**config.mk**
```make
export PLATFORM = sky130hd
export DESIGN_NAME = sliding_window_arq_sender
export DESIGN_NICKNAME = d
export VERILOG_FILES = /design/src/sv/swarq_pkg.sv /design/src/sv/sliding_window_arq_sender.sv /design/src/sv/swarq_ctrl.sv /design/src/sv/swarq_dp.sv
export SDC_FILE = /design/constraint.sdc
export NUM_CORES = 1
export LEC_CHECK = 0
export BUFFER_PORTS_ARGS = -buffer_cell sky130_fd_sc_hd__buf_2
export CORE_ASPECT_RATIO = 1.75
export CORE_MARGIN = 2
export CORE_UTILIZATION = 35
export CTS_CLUSTER_DIAMETER = 100
export DETAILED_ROUTE_END_ITERATION = 8
export GPL_TIMING_DRIVEN = 0
export REMOVE_ABC_BUFFERS = 1
export SLEW_MARGIN = 20
export SYNTH_ARGS = -nofsm -noshare
export SYNTH_HDL_FRONTEND = slang
export SYNTH_SLANG_ARGS = --single-unit
```
**constraint.sdc**
```tcl
create_clock -name clk -period 10.45 [get_ports clk]
set_input_delay 0.5225 -clock clk [delete_from_list [all_inputs] [get_ports clk]]
set_output_delay 0.5225 -clock clk [all_outputs]
set_load 0.005 [all_outputs]
```
**src/sv/swarq_pkg.sv**
```systemverilog
// Shared types, codes and constants for the sliding-window ARQ sender.
// Used by swarq_ctrl, swarq_dp and sliding_window_arq_sender; no dependencies.
package swarq_pkg;

  localparam int MaxFrames  = 256;
  localparam int WindowMax  = 16;
  localparam int SeqW       = 8;   // frame number on the ports
  localparam int CntW       = 9;   // base / next counters, reach MaxFrames
  localparam int WinW       = 5;
  localparam int TimerW     = 16;
  localparam int EndW       = 10;  // base + window
  localparam int CfgIdxW    = 2;
  localparam int CfgDataW   = 16;

  localparam logic [1:0]        ModeReset    = 2'd0;
  localparam logic [WinW-1:0]   WindowReset  = 5'd4;
  localparam logic [CntW-1:0]   TotalReset   = 9'd10;
  localparam logic [TimerW-1:0] TimeoutReset = 16'd20;

  // event kinds on the input side
  typedef enum logic [1:0] {
    REQ_TICK = 2'd0,
    REQ_ACK  = 2'd1,
    REQ_NACK = 2'd2,
    REQ_PEER = 2'd3
  } req_t;

  // operating modes
  localparam logic [1:0] MODE_PLAIN = 2'd0;
  localparam logic [1:0] MODE_NACK  = 2'd1;
  localparam logic [1:0] MODE_PIGGY = 2'd2;

  // result kinds
  localparam logic [1:0] KIND_DATA  = 2'd0;
  localparam logic [1:0] KIND_ACK   = 2'd1;
  localparam logic [1:0] KIND_CMPL  = 2'd2;

  // configuration register indexes
  localparam logic [CfgIdxW-1:0] CFG_MODE    = 2'd0;
  localparam logic [CfgIdxW-1:0] CFG_WINDOW  = 2'd1;
  localparam logic [CfgIdxW-1:0] CFG_TOTAL   = 2'd2;
  localparam logic [CfgIdxW-1:0] CFG_TIMEOUT = 2'd3;

  // controller -> datapath
  typedef struct packed {
    logic latch;      // capture the incoming word
    logic apply;      // apply the event to next/timer/map
    logic walk_step;  // advance base by one
    logic pull_up;    // raise next to base
    logic emit_piggy;
    logic emit_send;
    logic emit_cmpl;
    logic last;
  } dp_cmd_t;

  // datapath -> controller
  typedef struct packed {
    logic is_ack;
    logic is_piggy;
    logic walk_more;
    logic send_avail;
    logic send_more;
    logic cmpl_pending;
    logic out_free;
    logic clr_busy;   // acked map still being cleared after reset
  } dp_status_t;

  function automatic logic [CntW-1:0] eff_total(input logic [CntW-1:0] total);
    eff_total = (total > CntW'(MaxFrames)) ? CntW'(MaxFrames) : total;
  endfunction

  function automatic logic [WinW-1:0] eff_window(input logic [WinW-1:0] win);
    if (win == '0)
      eff_window = WinW'(1);
    else if (win > WinW'(WindowMax))
      eff_window = WinW'(WindowMax);
    else
      eff_window = win;
  endfunction

endpackage

```
**src/sv/sliding_window_arq_sender.sv**
```systemverilog
// Sliding-window ARQ sender, top level: joins swarq_ctrl and swarq_dp.
// Depends on swarq_pkg, swarq_ctrl and swarq_dp.
//
// Input stream s_*: one word per event. s_tuser holds the event kind
// (tick, ack, nack, peer frame), s_tdata the frame number it carries.
// Output stream m_*: result words. m_tuser holds the result kind (data
// frame, ack, transfer complete), m_tdata the frame number (zero for
// complete), m_tlast marks the final result caused by one event.
// Configuration: cfg_we writes cfg_data to register cfg_index (mode,
// window size, total frames, timeout ticks); write only while idle.
// Flow: one event at a time. It is accepted, then applied; result words
// go out one per cycle while the receiver takes them, then back to idle.
// After an ack the base walk steps past each acked frame, and then raises
// the next frame to base if it lags, before the results go out.
// A single output register holds the pending result; when the receiver
// stalls the controller waits and nothing is dropped.
// Reset (rst, synchronous) restores register defaults, clears base, next
// frame, timer and completion flag; the acked map is then cleared entry by
// entry, with s_tready held low until it is done.
module sliding_window_arq_sender (
  input  logic                              clk,
  input  logic                              rst,
  input  logic                              s_tvalid,
  output logic                              s_tready,
  input  logic [7:0]                        s_tdata,   // [7:0] seq_num
  input  logic [1:0]                        s_tuser,   // [1:0] req_type
  output logic                              m_tvalid,
  input  logic                              m_tready,
  output logic [7:0]                        m_tdata,   // [7:0] out_seq
  output logic [1:0]                        m_tuser,   // [1:0] out_kind
  output logic                              m_tlast,
  input  logic                              cfg_we,
  input  logic [swarq_pkg::CfgIdxW-1:0]     cfg_index,
  input  logic [swarq_pkg::CfgDataW-1:0]    cfg_data
);

  swarq_pkg::dp_cmd_t    cmd;
  swarq_pkg::dp_status_t status;

  swarq_ctrl u_ctrl (
    .clk      (clk),
    .rst      (rst),
    .s_tvalid (s_tvalid),
    .s_tready (s_tready),
    .status   (status),
    .cmd      (cmd)
  );

  swarq_dp u_dp (
    .clk       (clk),
    .rst       (rst),
    .cfg_we    (cfg_we),
    .cfg_index (cfg_index),
    .cfg_data  (cfg_data),
    .in_req    (s_tuser),
    .in_seq    (s_tdata),
    .cmd       (cmd),
    .status    (status),
    .out_valid (m_tvalid),
    .out_ready (m_tready),
    .out_kind  (m_tuser),
    .out_seq   (m_tdata),
    .out_last  (m_tlast)
  );

endmodule

```
**src/sv/swarq_ctrl.sv**
```systemverilog
// Sequencer for the ARQ sender: accept, apply event, walk base, emit results.
// Depends on swarq_pkg; drives the command struct of swarq_dp.
module swarq_ctrl (
  input  logic                  clk,
  input  logic                  rst,
  input  logic                  s_tvalid,
  output logic                  s_tready,
  input  swarq_pkg::dp_status_t status,
  output swarq_pkg::dp_cmd_t    cmd
);

  typedef enum logic [5:0] {
    S_IDLE  = 6'b000001,
    S_APPLY = 6'b000010,
    S_WALK  = 6'b000100,
    S_PIGGY = 6'b001000,
    S_SEND  = 6'b010000,
    S_CMPL  = 6'b100000
  } state_t;

  state_t state, state_next;

  always_ff @(posedge clk) begin
    if (rst) begin
      state <= S_IDLE;
    end else begin
      state <= state_next;
    end
  end

  assign s_tready = (state == S_IDLE) && !status.clr_busy;

  always_comb begin
    state_next = state;
    cmd        = '0;
    unique case (state)
      S_IDLE: begin
        if (s_tvalid && !status.clr_busy) begin
          cmd.latch  = 1'b1;
          state_next = S_APPLY;
        end
      end
      S_APPLY: begin
        cmd.apply = 1'b1;
        if (status.is_ack)
          state_next = S_WALK;
        else if (status.is_piggy)
          state_next = S_PIGGY;
        else
          state_next = S_SEND;
      end
      S_WALK: begin
        if (status.walk_more) begin
          cmd.walk_step = 1'b1;
        end else begin
          cmd.pull_up = 1'b1;
          state_next  = S_SEND;
        end
      end
      S_PIGGY: begin
        if (status.out_free) begin
          cmd.emit_piggy = 1'b1;
          cmd.last       = !(status.send_avail || status.cmpl_pending);
          state_next     = S_SEND;
        end
      end
      S_SEND: begin
        if (status.send_avail) begin
          if (status.out_free) begin
            cmd.emit_send = 1'b1;
            cmd.last      = !(status.send_more || status.cmpl_pending);
          end
        end else if (status.cmpl_pending) begin
          state_next = S_CMPL;
        end else begin
          state_next = S_IDLE;
        end
      end
      S_CMPL: begin
        if (status.out_free) begin
          cmd.emit_cmpl = 1'b1;
          cmd.last      = 1'b1;
          state_next    = S_IDLE;
        end
      end
      default: state_next = S_IDLE;
    endcase
  end

endmodule

```
**src/sv/swarq_dp.sv**
```systemverilog
// Datapath of the ARQ sender: config registers, window counters, acked map,
// idle timer and the output register. Depends on swarq_pkg.
module swarq_dp (
  input  logic                                clk,
  input  logic                                rst,
  input  logic                                cfg_we,
  input  logic [swarq_pkg::CfgIdxW-1:0]       cfg_index,
  input  logic [swarq_pkg::CfgDataW-1:0]      cfg_data,
  input  logic [1:0]                          in_req,
  input  logic [swarq_pkg::SeqW-1:0]          in_seq,
  input  swarq_pkg::dp_cmd_t                  cmd,
  output swarq_pkg::dp_status_t               status,
  output logic                                out_valid,
  input  logic                                out_ready,
  output logic [1:0]                          out_kind,
  output logic [swarq_pkg::SeqW-1:0]          out_seq,
  output logic                                out_last
);

  logic [1:0]                        mode;
  logic [swarq_pkg::WinW-1:0]        win_cfg;
  logic [swarq_pkg::CntW-1:0]        total_cfg;
  logic [swarq_pkg::TimerW-1:0]      timeout_ticks;

  logic [swarq_pkg::CntW-1:0]        base;
  logic [swarq_pkg::CntW-1:0]        next_seq;
  logic                              acked_mem [swarq_pkg::MaxFrames];
  logic                              acked_rd;
  logic [swarq_pkg::SeqW-1:0]        rd_addr;
  logic                              ack_wr;
  logic                              ack_hit;
  logic                              clr_busy;
  logic [swarq_pkg::SeqW-1:0]        clr_addr;
  logic [swarq_pkg::TimerW-1:0]      idle_ticks;
  logic                              complete_sent;
  swarq_pkg::req_t                   req;
  logic [swarq_pkg::SeqW-1:0]        seq;

  logic [swarq_pkg::CntW-1:0]        total;
  logic [swarq_pkg::WinW-1:0]        win;
  logic [swarq_pkg::EndW-1:0]        win_end;
  logic [swarq_pkg::EndW-1:0]        next_inc;
  logic [swarq_pkg::CntW-1:0]        seq_ext;
  logic [swarq_pkg::TimerW-1:0]      idle_inc;

  assign total    = swarq_pkg::eff_total(total_cfg);
  assign win      = swarq_pkg::eff_window(win_cfg);
  assign win_end  = swarq_pkg::EndW'(base) + swarq_pkg::EndW'(win);
  assign next_inc = swarq_pkg::EndW'(next_seq) + swarq_pkg::EndW'(1);
  assign seq_ext  = swarq_pkg::CntW'(seq);
  assign idle_inc = (idle_ticks == '1) ? idle_ticks : idle_ticks + 1'b1;

  // read ahead one entry while stepping so acked_rd always holds the base entry
  assign rd_addr  = cmd.walk_step ? base[swarq_pkg::SeqW-1:0] + 1'b1
                                  : base[swarq_pkg::SeqW-1:0];
  assign ack_wr   = cmd.apply && (req == swarq_pkg::REQ_ACK) && (seq_ext < total);
  assign ack_hit  = ack_wr && (seq == rd_addr);

  always_comb begin
    status.is_ack       = (req == swarq_pkg::REQ_ACK);
    status.is_piggy     = (req == swarq_pkg::REQ_PEER) && (mode == swarq_pkg::MODE_PIGGY);
    status.walk_more    = (base < total) && acked_rd;
    status.send_avail   = (swarq_pkg::EndW'(next_seq) < win_end) && (next_seq < total);
    status.send_more    = (next_inc < win_end) && (next_inc < swarq_pkg::EndW'(total));
    status.cmpl_pending = (base >= total) && !complete_sent;
    status.out_free     = !out_valid || out_ready;
    status.clr_busy     = clr_busy;
  end

  // configuration
  always_ff @(posedge clk) begin
    if (rst) begin
      mode          <= swarq_pkg::ModeReset;
      win_cfg       <= swarq_pkg::WindowReset;
      total_cfg     <= swarq_pkg::TotalReset;
      timeout_ticks <= swarq_pkg::TimeoutReset;
    end else if (cfg_we) begin
      unique case (cfg_index)
        swarq_pkg::CFG_MODE:    mode          <= cfg_data[1:0];
        swarq_pkg::CFG_WINDOW:  win_cfg       <= cfg_data[swarq_pkg::WinW-1:0];
        swarq_pkg::CFG_TOTAL:   total_cfg     <= cfg_data[swarq_pkg::CntW-1:0];
        swarq_pkg::CFG_TIMEOUT: timeout_ticks <= cfg_data;
        default: ;
      endcase
    end
  end

  // captured event word
  always_ff @(posedge clk) begin
    if (cmd.latch) begin
      req <= swarq_pkg::req_t'(in_req);
      seq <= in_seq;
    end
  end

  // clear the acked map after reset, one entry per cycle
  always_ff @(posedge clk) begin
    if (rst) begin
      clr_busy <= 1'b1;
      clr_addr <= '0;
    end else if (clr_busy) begin
      clr_addr <= clr_addr + 1'b1;
      if (clr_addr == '1)
        clr_busy <= 1'b0;
    end
  end

  // acked map
  always_ff @(posedge clk) begin
    if (clr_busy)
      acked_mem[clr_addr] <= 1'b0;
    else if (ack_wr)
      acked_mem[seq] <= 1'b1;
  end

  // forward a same-cycle ack write to the read register
  always_ff @(posedge clk) begin
    acked_rd <= acked_mem[rd_addr] | ack_hit;
  end

  // window state
  always_ff @(posedge clk) begin
    if (rst) begin
      base          <= '0;
      next_seq      <= '0;
      idle_ticks    <= '0;
      complete_sent <= 1'b0;
    end else begin
      if (cmd.apply) begin
        case (req)
          swarq_pkg::REQ_NACK: begin
            if (mode == swarq_pkg::MODE_NACK && seq_ext >= base && seq_ext < next_seq) begin
              next_seq   <= seq_ext;
              idle_ticks <= '0;
            end
          end
          swarq_pkg::REQ_TICK: begin
            if (idle_inc >= timeout_ticks && base < next_seq) begin
              next_seq   <= base;
              idle_ticks <= '0;
            end else begin
              idle_ticks <= idle_inc;
            end
          end
          default: ;
        endcase
      end
      if (cmd.walk_step)
        base <= base + 1'b1;
      if (cmd.pull_up && next_seq < base)
        next_seq <= base;
      if (cmd.emit_send) begin
        next_seq   <= next_inc[swarq_pkg::CntW-1:0];
        idle_ticks <= '0;
      end
      if (cmd.emit_cmpl)
        complete_sent <= 1'b1;
    end
  end

  // output register: hold until taken
  always_ff @(posedge clk) begin
    if (rst) begin
      out_valid <= 1'b0;
    end else if (cmd.emit_piggy || cmd.emit_send || cmd.emit_cmpl) begin
      out_valid <= 1'b1;
    end else if (out_ready) begin
      out_valid <= 1'b0;
    end
  end

  always_ff @(posedge clk) begin
    if (cmd.emit_piggy) begin
      out_kind <= swarq_pkg::KIND_ACK;
      out_seq  <= seq;
      out_last <= cmd.last;
    end else if (cmd.emit_send) begin
      out_kind <= swarq_pkg::KIND_DATA;
      out_seq  <= next_seq[swarq_pkg::SeqW-1:0];
      out_last <= cmd.last;
    end else if (cmd.emit_cmpl) begin
      out_kind <= swarq_pkg::KIND_CMPL;
      out_seq  <= '0;
      out_last <= cmd.last;
    end
  end

endmodule
```
Yosys cells after proc, flatten, opt, wreduce, memory -nomap -nowiden
Memories as Yosys holds them, arrays and structs flattened.
Cells that the tools add are included.
{"block": "totals", "regBits": 105, "mem_bits_rw": 256, "output_inout_bits": 13, "memories": 1}
{"block": "op_classes", "addsub": 6, "order_cmp": 14, "eq_ne": 25, "muxes": 59, "bitwise_logic": 1, "n_reduce_logical": 43}
{"memory": "u_dp.acked_mem", "depth": 256, "word_bits": 1, "read_ports": 1, "rd_ports_with_merged_regs": 0, "write_ports": 1, "line_no": "swarq_dp.sv:27", "text": "logic acked_mem [swarq_pkg::MaxFrames];"}
{"cell": "9-bit two-way mux", "n": 6}
{"cell": "16-bit two-way mux", "n": 3}
{"cell": "8-bit two-way mux", "n": 5}
{"cell": "9-bit less-than comparator", "n": 4}
{"cell": "6-bit two-way mux", "n": 6}
{"cell": "6-bit one-hot mux with 6 select lines", "n": 1}
{"cell": "16-bit one-hot mux with 2 select lines", "n": 1}
{"cell": "1-bit two-way mux", "n": 29}
{"cell": "5-bit two-way mux", "n": 4}
{"cell": "8-bit by 9-bit less-than comparator with 1-bit output", "n": 2}
{"cell": "9-bit one-hot mux with 2 select lines", "n": 1}
{"cell": "16-bit by 1-bit adder with 16-bit output (second input constant)", "n": 1}
{"cell": "8-bit by 1-bit adder with 8-bit output (second input constant)", "n": 2}
{"cell": "16-bit == test (second input constant)", "n": 1}
{"cell": "16-bit >= comparator", "n": 1}
{"cell": "1-bit logical AND", "n": 14}
{"cell": "9-bit by 1-bit adder with 10-bit output (second input constant)", "n": 1}
{"cell": "9-bit by 5-bit adder with 10-bit output", "n": 1}
{"cell": "2-bit == test (second input constant)", "n": 5}
{"cell": "10-bit less-than comparator", "n": 1}
{"cell": "10-bit by 9-bit less-than comparator with 1-bit output", "n": 1}
{"cell": "9-bit by 10-bit less-than comparator with 1-bit output", "n": 1}
{"cell": "2-bit inequality test (second input constant)", "n": 5}
{"cell": "9-bit by 1-bit adder with 9-bit output (second input constant)", "n": 1}
{"cell": "31 further kinds", "n": 51}

Longest topological paths before layout
Gate-level depths: netlist (run 1).
{"block": "depth", "ltp_word": 14, "mapped_depth": 21, "ltp_nobuf": 20}

By module
Synthesis (run 1) repeated with hierarchy kept, for this count alone.
{"block": "hier_totals", "hier_cells": 1708, "hier_area_um2": 18829.3}
{"mod": "swarq_dp", "instances": 1, "cells_each": 1643, "area_per_inst_um2": 18325.1, "seq_area_each_um2": 9859.5}
{"mod": "swarq_ctrl", "instances": 1, "cells_each": 65, "area_per_inst_um2": 504.2, "seq_area_each_um2": 120.1}

Worst setup path after synthesis (run 1)
OpenSTA, ideal clock, no wires.
{"block": "synth_path", "kind": "register -> register", "from": "register u_dp.total_cfg[8] (netlist bit)", "to": "memory u_dp.acked_mem[34] (enable)", "setup_time_ps": 255, "arrival_ps": 9671, "setup_slack_ps": 525, "path_stages_with_launch": 16, "n_path_buf": 1, "period_less_slack_ps": 9925, "path_cell_list": "dfxtp_1 clkinv_1 nand2_1 ha_1 a21oi_1 nor2b_1 o21ai_0 o21ai_0 o21a_1 nor2_1 o21ai_0 nor2_1 o31ai_1 nand3_1 clkbuf_1 nor2_1"}
{"block": "synth_via", "elab_chain_cells": 9, "elab_cells_between_ends": 10}
{"element": "start: declaration", "line_no": "swarq_dp.sv:22", "text": "logic [swarq_pkg::CntW-1:0] total_cfg;"}
{"element": "start signal: assignment", "line_no": "swarq_dp.sv:75", "text": "total_cfg <= swarq_pkg::TotalReset;"}
{"element": "start signal: assignment", "line_no": "swarq_dp.sv:81", "text": "swarq_pkg::CFG_TOTAL: total_cfg <= cfg_data[swarq_pkg::CntW-1:0];"}
{"element": "9-bit > comparator", "line_no": "swarq_pkg.sv:69", "text": "eff_total = (total > CntW'(MaxFrames)) ? CntW'(MaxFrames) : total;"}
{"element": "9-bit two-way mux (*)", "line_no": "swarq_pkg.sv:69"}
{"element": "8-bit by 9-bit less-than comparator with 1-bit output (*)", "line_no": "swarq_dp.sv:56", "text": "assign ack_wr = cmd.apply && (req == swarq_pkg::REQ_ACK) && (seq_ext < total);"}
{"element": "1-bit logical AND (*)", "line_no": "swarq_dp.sv:56"}
{"element": "1-bit two-way mux (*)", "line_no": "swarq_dp.sv:112", "text": "else if (ack_wr)"}
{"element": "1-bit two-way mux (*)", "line_no": "swarq_dp.sv:110", "text": "if (clr_busy)"}
{"element": "1-bit two-way mux (not written as such) (*)", "line_no": "swarq_dp.sv:113", "text": "acked_mem[seq] <= 1'b1;"}
{"element": "1-bit OR reduction (no line)"}
{"element": "8-bit two-way mux (no line) or 1-bit two-way mux (tied branches)"}
{"element": "end: declaration", "line_no": "swarq_dp.sv:27"}
Mark *: on every way between the ends. The rest lies on a longest branch, timed or not.

Worst setup path after layout (run 1)
{"block": "layout_path", "from": "register u_dp.total_cfg[8] (netlist bit)", "to": "register u_dp.acked_rd"}
{"block": "layout_via", "elab_chain_cells": 10, "elab_cells_between_ends": 13}
{"element": "9-bit > comparator", "line_no": "swarq_pkg.sv:69"}
{"element": "9-bit two-way mux (*)", "line_no": "swarq_pkg.sv:69"}
{"element": "branches (longest 7 deep; another with 9-bit less-than comparator)"}
{"element": "1-bit OR (*)", "line_no": "swarq_dp.sv:118", "text": "acked_rd <= acked_mem[rd_addr] | ack_hit;"}
{"element": "end signal: assignment", "line_no": "swarq_dp.sv:118"}
{"element": "end: declaration", "line_no": "swarq_dp.sv:28", "text": "logic acked_rd;"}
Mark *: on every way between the ends.
A chain may end at the register's enable or synchronous reset.

==> results of run 1 <==
-- cell type report --
cell class              count  area, um2
clock inverters            16      237.7
clock buffers              43      937.1
diodes                      1      2.502
repair buffers             64      673.1
well taps                 773      967.2
fillers                  5704      35210
inverters                  50      187.7
multi-input cells        1523       9766
flip-flops and latches    361       9987
-- state kept, by name, summed over array words and instances (netlist names), 5 cells and up --
register            cells
u_dp.acked_mem        256
u_dp.out_seq            8
u_ctrl.state            6
u_dp.seq                8
u_dp.clr_addr           8
u_dp.win_cfg            5
u_dp.next_seq           9
u_dp.timeout_ticks     16
u_dp.total_cfg          9
u_dp.base               9
u_dp.idle_ticks        16
-- worst reg2reg max path, delay by kind of cell, from the launching register on --
family / cells / cell delay [ns]
compound gates: 6 / 2.15
flops: 1 / 0.54
buf+inv: 4 / 1.00
fa+ha+maj: 1 / 0.32
simple gates: 4 / 1.53
xor+xnor: 1 / 0.38
-- worst paths after layout --
check | startpoint | to | slack (ns)
setup / recovery | u_dp.total_cfg[8] | u_dp.acked_rd | 4.43
hold / removal | s_tuser[0] | u_dp.req[0] | 0.15
setup reg to reg | u_dp.total_cfg[8] | u_dp.acked_rd | 4.43
hold reg to reg | u_dp.timeout_ticks[6] | u_dp.timeout_ticks[6] | 0.46
-- per-stage QoR --
stage                     util (%)  cell area [um2]  hold slack (ns)  power (mW)  setup WS [ns]
after floorplan                  -            19850           0.4303       1.674         0.5303
after global placement       36.31            21050           0.4477       1.725         -6.651
after detailed placement     37.21            21570           0.4486       1.730          4.420
after CTS                    39.23            22740           0.1301       3.074          4.391
after global routing         39.25            22760           0.1424       3.137          4.201
final                        39.26            22760           0.1494       3.049          4.432
-- where the power goes --
part / total (mW) / switching [mW] / leakage (nW) / internal (mW)
clock network: 1.35 / 0.561 / 0.580 / 0.786
logic: 0.149 / 0.0969 / 3.72 / 0.0517
registers: 1.55 / 0.0138 / 3.69 / 1.54
total: 3.05 / 0.672 / 7.98 / 2.38
-- routing by layer --
layer / share of wire (%) / global-route usage, % / vias to the layer above / wire (um)
met1: 34 / 20.11 / 7936 / 21340
met4: 7.8 / 14.92 / 0 / 4867
met2: 52 / 38.43 / 618 / 32560
met5: 0 / 0 / - / 0
li1: - / - / 7479 / -
met3: 5.3 / 2.691 / 234 / 3275
-- synthesized netlist by cell type, types with 4 or more instances --
cell type / count
nor2_1: 349
edfxtp_1: 275
nand2_1: 247
mux2i_1: 134
ha_1: 92
clkbuf_1: 87
dfxtp_1: 86
nand3_1: 83
o21ai_0: 66
a21oi_1: 59
inv_1: 47
nor2b_1: 42
a31oi_1: 41
a2111oi_0: 40
xnor2_1: 31
buf_2: 26
a21o_1: 25
nand2b_1: 21
a311oi_1: 20
buf_1: 18
nor3_1: 17
a22oi_1: 16
a211oi_1: 15
nand4_1: 15
and3_1: 13
nand3b_1: 13
or3_1: 13
o21a_1: 12
xor2_1: 12
a311o_1: 11
mux2_2: 9
nor4_1: 9
o311ai_0: 8
o21ai_1: 7
o22ai_1: 7
mux4_2: 6
nor3b_1: 6
o31ai_1: 6
a2bb2oi_1: 4
o2111ai_1: 4
-- cell families after synthesis --
logic type / count (synthesis) / synth area share [%]
XOR/XNOR: 47 / 2.220
AO/OA/AOI/OAI: 382 / 13.19
flip-flops: 361 / 48.92
adder cells (fa/ha/maj): 93 / 5.741
buffers and inverters: 183 / 3.600
multiplexers: 149 / 7.734
AND/OR/NAND/NOR: 852 / 18.60
==> impl_metrics.tcl, run 1 <==
set metrics [dict create \
    status "finished clean" \
    antenna_found_initial 0 \
    post-route-period-util_pct 57.59 \
    drt_iter0_markers 1156 \
    vias_per_cell 5.746 \
    grt_usage_pct 20.25 \
    clock_latency_ns 0.55 \
    dr.pass1.iters 6 \
    end_kind "register" \
    crit_cells 16 \
    cp_slowest_cell "nor2_4" \
    yosysTopAreaCell "edfxtp_1" \
    fmax_ghz 0.1662 \
    coreArea_mm2 0.05797 \
    slew_violations 0 \
    drive_gt1_share_pct 7.876 \
    rows 117 \
    synth.area.top_cells "edfxtp_1, dfxtp_1, mux2i_1" \
    p_leak_nw 7.982 \
    initial_core_util_pct 35.19 \
    cts_hold_buf 0 \
    grt_first_pass_wirelength_um 93910 \
    dp_cells 2771 \
    yosys.cell_types.count 83 \
    ant_nets 0 \
    nets 2160 \
    postCtsResizedCells 0 \
    cp_max_fo 24 \
    finalHoldViolCount 0 \
    cp_cell_sequence "clkinv_1 > nand2_1 > ha_1 > a211oi_2 > nor2_1 > a2111o_1 > nor2_4 > xnor2_4 > buf_16 > buf_16 > buf_16 > a2111oi_0 > nor4_1 > a211o_1 > a32o_1 > a32oi_1" \
    io_pins 46 \
    die_x_um 186.5 \
    htreeDepth 2 \
    globalplace.congestion 0.9340 \
    skew_ns 0.02331 \
    synth_ff_type "edfxtp_1" \
    fin_tns_setup_ns 0 \
    ys_seq_elements 361 \
    synth_top_area_share_pct 40.48 \
    rsz0062_at_grt "false" \
    gr-total-overflow 0 \
    synth_edf_count 275 \
    critPathMostFrequentCell "buf_16" \
    die_area_mm2 0.06031 \
    worstPathArrival_ns 6.48 \
    synthArstFlopShare_pct 0 \
    yosysSeqAreaShare_pct 48.92 \
    holdPathStages 1 \
    finalSetupViolations 0 \
    vdd_drop_max_mv 0.1105 \
    cts_root_buf "clkbuf_16" \
    path_clk_slew_ns 0.07 \
    hp-class "primary input to register" \
    fin_cells 2831 \
    cts_buffers 34 \
    critPathLaunchType "register" \
    netlist_instances 2067 \
    final_common_cell "nor2_1" \
    crit_type "register to register" \
    mostFrequentLayoutCells "nor2_1, edfxtp_1, nand2_1, mux2i_1, ha_1" \
    drc_errors 0 \
    grt_max_degree 64 \
    die_h_um 323.4 \
    syn_avg_cell_area_um2 9.870 \
    area_growth_pct 11.55 \
    worst_pin_slew_ns 1.136 \
    routed_wl_um 62040 \
    dr_total_vias 16270 \
    cts_tree "done" \
    cts.sink_count 361 \
    clockBufferDepth 3 \
    cp.required_ns 10.91 \
    yosys_warnings 0 \
    post_drt_wl_per_cell_um 21.91 \
    slowest_delay_ns 0.86 \
    grt_pass1_vias 16110 \
    cap_viol_max_count 0 \
    io_buffers 45 \
    rr_worst_depth 16 \
    post_cts_buffers 0 \
    synthesis.area_mm2 0.02040 \
    cp_num_buf_inv 4 \
    power.density_mw_per_mm2 134.0 \
    dp_hpwl_um 42250 \
    fin_crit_ns 6.018 \
    relSlewSlack_pct 23.72 \
    crit_family "compound AO/OA/AOI/OAI gates" \
]
(Power assumes the default switching activity.)
==> run 2, diff against run 1 <==
==> constraint.sdc (replaced) <==
create_clock -name clk -period 5.1 [get_ports clk]
set_input_delay 0.255 -clock clk [delete_from_list [all_inputs] [get_ports clk]]
set_output_delay 0.255 -clock clk [all_outputs]
set_load 0.005 [all_outputs]
==> run 2 against run 1 <==
  * Clock skew shrank 0.00081 ns
  * Highest routed layer unchanged
  * Non-clock buffer count grew 32
  * Combinational power rose by 120%
  * Sequential power rose by 110%
  * Clock power increased by 110%
  * Setup slack got worse by 4.2 ns
  * Total power increased by 110%
  * Maximum frequency grew 25%
  * Cell count grew 1.1%
  * Routed wire length is 2.1% higher
  * Via count rose by 1.4%
==> impl_metrics.tcl, run 2 (synthesis gave the netlist of run 1 again) <==
set metrics [dict create \
    hp-class "primary input to register" \
    die_x_um 186.5 \
    globalplace.congestion 0.9340 \
    slew_violations 0 \
    path_clk_slew_ns 0.07 \
    initial_core_util_pct 35.19 \
    fmax_ghz 0.2069 \
    die_h_um 323.4 \
    dr.pass1.iters 6 \
    end_kind "register" \
    cp_num_buf_inv 2 \
    top_register "u_dp.acked_mem" \
    cp.required_ns 5.57 \
    vdd_drop_max_mv 0.2309 \
    grt_usage_pct 20.63 \
    drc_errors 0 \
    power.density_mw_per_mm2 269.6 \
    dr_total_vias 16500 \
    gr-total-overflow 0 \
    worstPathArrival_ns 5.30 \
    fin_cells 2863 \
    cts_tree "done" \
    cp_cell_sequence "clkinv_2 > nand2_1 > ha_1 > a21oi_1 > o21ai_1 > a2111oi_4 > buf_4 > nand3_4 > xnor2_4 > nand2_2 > a2111oi_1 > nor4_1 > a211o_1 > a32o_1 > a32oi_1" \
    dp_hpwl_um 42250 \
    io_buffers 45 \
    clock_latency_ns 0.55 \
    vias_per_cell 5.763 \
    ant_nets 0 \
    grt_pass1_vias 16350 \
    hold_start "cfg_data[1]" \
    n_fill_cell 5647 \
    finalSetupViolations 0 \
    htreeDepth 2 \
    worst_pin_slew_ns 1.178 \
    area_growth_pct 14.35 \
    crit_type "register to register" \
    io_pins 46 \
    slowest_delay_ns 0.55 \
    routed_wl_um 63310 \
    p_leak_nw 7.327 \
    die_area_mm2 0.06031 \
    status "finished clean" \
    post_drt_wl_per_cell_um 22.11 \
    nets 2193 \
    skew_ns 0.02250 \
    antennaDiodeCount 0 \
    r2r-start "u_dp.total_cfg[8]" \
    rows 117 \
    cts_buffers 34 \
    relSlewSlack_pct 21.39 \
    clockBufferDepth 3 \
    cp_max_fo 10 \
    finalHoldViolCount 0 \
    hold_slack_ns 0.02736 \
    post-route-period-util_pct 94.77 \
    cts.sink_count 361 \
    dp_cells 2771 \
    antenna_found_initial 0 \
    drt_iter0_markers 1226 \
    area.sequential_mm2 0.009988 \
    mostFrequentLayoutCells "nor2_1, edfxtp_1, nand2_1, mux2i_1, ha_1" \
    fin_crit_ns 4.833 \
    multi_input_area_mm2 0.01001 \
    drive_gt1_share_pct 9.809 \
    largest_reg_flops 256 \
    cts_root_buf "clkbuf_16" \
    cp_slowest_cell "a2111oi_1" \
    crit_family "compound AO/OA/AOI/OAI gates" \
    critPathLaunchType "register" \
    grt_first_pass_wirelength_um 95590 \
    coreArea_mm2 0.05797 \
    crit_start "u_dp.total_cfg[8]" \
    cap_viol_max_count 0 \
    grt_max_degree 64 \
    reg.largest.list "u_dp.acked_mem x256, u_dp.idle_ticks x16, u_dp.timeout_ticks x16" \
    final_common_cell "nor2_1" \
]
-- run 2: changes by cell type in the layout (fill, tap and decap cells not counted), moves of 6 or more --
| cell | delta |
|---|---|
| nand3_2 | +15 |
| dlygate4sd3_1 | +24 |
| nand3_1 | -17 |
| buf_4 | +6 |
-- run 2: where the power goes --
part | switching [mW] | internal (mW)
sequential | 0.0295 | 3.15
combinational | 0.209 | 0.125
clock | 1.16 | 1.61
total | 1.40 | 4.89
-- run 2: worst paths after layout --
path                      endpoint  slack (ns)  cells after the start
max reg2reg          u_dp.acked_rd        0.27                     15
min reg2reg  u_dp.timeout_ticks[6]        0.45                      2
max                  u_dp.acked_rd        0.27                     15
min          u_dp.timeout_ticks[1]        0.03                      3
-- run 2: what timing repair did --
action | in CTS | in global routing
hold buffers | 24 | 0
setup buffers | 8 | 0
cloned | 1 | 0
hold endpoints to repair | 32 | 0
resized for setup | 45 | 7
setup endpoints to repair | 283 | 70
pin swaps | 4 | 0
-- run 2: layer usage --
metal | share of wire (%) | up-vias | GRT usage (%)
met1 | 35 | 8070 | 20.59
met5 | 0 | - | 0
met2 | 52 | 641 | 38.98
met4 | 7.9 | 0 | 15.50
met3 | 5.1 | 239 | 2.647
li1 | - | 7550 | -
-- run 2: worst min-delay path: cells and delay by family --
kind / cells / cell delay [ns]
buffers and inverters: 1 / 0.15
and+or+nand+nor: 1 / 0.07
AOI/OAI and AO/OA: 1 / 0.05
-- run 2: through the flow --
step	setup TNS, ns	setup slack [ns]	area [um2]	util, %	power (mW)
2_1_floorplan	-1897.95	-4.820	19850	-	3.431
3_3_place_gp	-4618.40	-12.00	21050	36.31	3.535
3_5_place_dp	-143.91	-0.9302	21570	37.21	3.545
4_1_cts	0	0.07688	23290	40.18	6.328
5_1_grt	-0.002217	-0.002095	23330	40.24	6.460
6_report	0	0.2669	23330	40.24	6.289
-- run 2: layout make-up --
type	count	area share, %
clock buffer	43	4.017
clock inverter	16	1.019
inverter	50	0.8099
multi-input combinational	1524	42.91
sequential	361	42.82
tap	773	4.146
timing repair buffer	96	4.280
==> run 3, diff against run 2 <==
--- a/config.mk
+++ b/config.mk
@@ -5,6 +5,7 @@
 export SDC_FILE = /design/constraint.sdc
 export NUM_CORES = 1
 export LEC_CHECK = 0
+export ABC_AREA = 1
 export BUFFER_PORTS_ARGS = -buffer_cell sky130_fd_sc_hd__buf_2
 export CORE_ASPECT_RATIO = 1.75
 export CORE_MARGIN = 2
==> run 3 against run 2 <==
  * Synthesized cell count rose by 17%
  * Non-clock buffer count is 18 lower
  * First-iteration DRC count shrank 2.0%
  * Routed wire length is 6.6% lower
  * Sequential power up 6%
  * Sequential share of layout area grew 2.2 points
  * Cell count is 10% higher
  * Area after synthesis is 3.0% lower
  * Combinational power grew to 2.5 times the previous value
  * Core utilization fell by 0.72 points
==> impl_metrics.tcl, run 3 <==
set metrics [dict create \
    status "finished clean" \
    drc_errors 0 \
    power_mw 6.856 \
    rsz0062_at_grt "false" \
    cts_buffers 35 \
    hold_start "cfg_data[11]" \
    yosys.cell_types.count 51 \
    synth_top_area_share_pct 41.72 \
    io_pins 46 \
    grt_first_pass_wirelength_um 88910 \
    synth_ff_type "edfxtp_1" \
    antenna_found_initial 0 \
    syn_avg_cell_area_um2 8.202 \
    worstPathArrival_ns 5.30 \
    post-route-period-util_pct 94.36 \
    reg.largest.list "u_dp.acked_mem x256, u_dp.idle_ticks x16, u_dp.timeout_ticks x16" \
    yosysTopAreaCell "edfxtp_1" \
    cts_tree "done" \
    die_x_um 183.8 \
    power.density_mw_per_mm2 309.2 \
    die_h_um 318.6 \
    final_common_cell "nand2_1" \
    hp-class "primary input to register" \
    ant_nets 0 \
    initial_core_util_pct 35.27 \
    cts_root_buf "clkbuf_16" \
    place_area_mm2 0.02084 \
    drive_gt1_share_pct 7.055 \
    place_ws_ns -0.6129 \
    vias_per_cell 5.201 \
    mostFrequentLayoutCells "nand2_1, nor2_1, inv_1, edfxtp_1, nand3_1" \
    die_area_mm2 0.05854 \
    p_switching_mw 1.829 \
    gr-total-overflow 0 \
    combPwrFrac_pct 12.2 \
    finalHoldViolCount 0 \
    power_frac_seq_pct 48.9 \
    utilization_pct 39.52 \
    n_fill_cell 5603 \
    fin_ws_ns 0.2877 \
    clock_latency_ns 0.55 \
    slowest_delay_ns 0.55 \
    yosys_warnings 0 \
    synthesis.area_mm2 0.01979 \
    netlist_instances 2413 \
    dr.pass1.iters 5 \
    synth.area.top_cells "edfxtp_1, nand2_1, dfxtp_1" \
    fin_crit_ns 4.812 \
    cp_num_buf_inv 6 \
    crit_family "simple AND/OR/NAND/NOR gates" \
    yosysSeqAreaShare_pct 50.42 \
    path_clk_slew_ns 0.07 \
    synthTopCellsByCount "nand2_1, nor2_1, inv_1" \
    crit_start "u_dp.total_cfg[8]" \
    finalInstanceArea_mm2 0.02218 \
    fmax_ghz 0.2078 \
    fin_tns_setup_ns 0 \
    post_drt_wl_per_cell_um 18.76 \
    globalplace.congestion 0.9155 \
    coreArea_mm2 0.05612 \
    critPathMostFrequentCell "nand3_1" \
    cts.sink_count 361 \
    critPathLaunchType "register" \
    io_buffers 45 \
    crit_type "register to register" \
    cp.required_ns 5.59 \
    yosysMostFrequentCell "nand2_1" \
    htreeDepth 2 \
    worst_pin_slew_ns 1.074 \
    fin_cells 3154 \
    dp_cells 3072 \
    nets 2552 \
    synth_edf_count 275 \
    rows 115 \
    dp_hpwl_um 41430 \
    p_int_mw 5.027 \
    finalSetupViolations 0 \
    hold_slack_ns 0.005041 \
    clkPwrFrac_pct 38.9 \
    routed_wl_um 59160 \
    clockBufferDepth 3 \
    p_leak_nw 9.089 \
    grt_max_degree 75 \
    area_growth_pct 12.05 \
    r2r-start "u_dp.total_cfg[8]" \
    grt_usage_pct 19.94 \
    end_kind "register" \
    skew_ns 0.02727 \
    relSlewSlack_pct 27.90 \
    switching_share_pct 26.68 \
    cp_max_fo 24 \
    synthArstFlopShare_pct 0 \
    cp_cell_sequence "inv_2 > nand2_1 > ha_1 > nand2_1 > inv_1 > nand2_1 > nor2_1 > nor2_1 > nand4_2 > nor2_1 > xor2_4 > buf_16 > buf_8 > inv_2 > buf_12 > nand3_1 > nand3_1 > nand3_1 > nand3_1 > nand3_1 > nand3_1 > nand3_1" \
    ys_seq_elements 361 \
    antennaDiodeCount 0 \
    slew_violations 0 \
    top_register "u_dp.acked_mem" \
    cap_viol_max_count 0 \
    largest_reg_flops 256 \
    grt_pass1_vias 15880 \
    dr_total_vias 16400 \
    cp_slowest_cell "xor2_4" \
    vdd_drop_max_mv 0.2718 \
    drt_iter0_markers 1202 \
]
run 3: layer usage:
| layer | up-vias | track usage [%] | wire length, um |
|---|---|---|---|
| li1 | 7931 | - | - |
| met1 | 7751 | 19.97 | 20550 |
| met2 | 529 | 37.64 | 31060 |
| met3 | 192 | 1.898 | 2704 |
| met4 | 0 | 14.56 | 4845 |
| met5 | - | 0 | 0 |
run 3: what timing repair did:
item	4_1_cts	5_1_grt
resized for setup	4	0
pin swaps	0	1
hold buffers	13	0
buffers inserted	0	5
endpoints found under the hold margin	15	0
gates cloned	0	1
setup endpoints to repair	27	44
run 3: final cells by class:
type                            instances  area [um2]  share of cell area [%]
Clock buffer                           47       982.2                   4.429
Clock inverter                         16       171.4                  0.7730
Inverter                              333        1251                   5.642
Multi-Input combinational cell       1617        8165                   36.82
Sequential cell                       361        9980                   45.00
Tap cell                              702       878.3                   3.961
Timing Repair Buffer                   78       748.2                   3.374
run 3: worst register-to-register path: cells and delay by family, from the launching register on:
kind / cells / cell delay, ns
DFF: 1 / 0.53
and+or+nand+nor: 14 / 2.36
buffers and inverters: 6 / 1.02
xor gates and xnor gates: 1 / 0.55
adders and majority gates: 1 / 0.31
run 3: logic make-up (layout without fill, tap and decap cells):
group | count (synthesis) | after routing | share of synthesized area, %
AO/OA/AOI/OAI | 233 | 233 | 6.998
adder cells (fa/ha/maj) | 93 | 93 | 5.917
XOR/XNOR | 26 | 26 | 1.189
flip-flops | 361 | 361 | 50.42
buffers and inverters | 436 | 474 | 8.655
AND/OR/NAND/NOR | 1264 | 1265 | 26.82
run 3: power groups by stage:
stage	registers [mW]	clock network, mW	logic [mW]
detailed placement	3.42	0	0.814
global placement	3.42	0	0.781
finish	3.36	2.67	0.835
floorplan	3.37	0	0.529
CTS	3.35	2.71	0.826
global route	3.36	2.81	0.938
run 3: final timing paths:
kind | endpoint | slack, ns | cells past startpoint
worst max-delay path | u_dp.acked_rd | 0.29 | 22
worst min-delay path | u_dp.timeout_ticks[11] | 0.005 | 3
worst max register to register | u_dp.acked_rd | 0.29 | 22
worst min register to register | u_dp.timeout_ticks[5] | 0.47 | 2
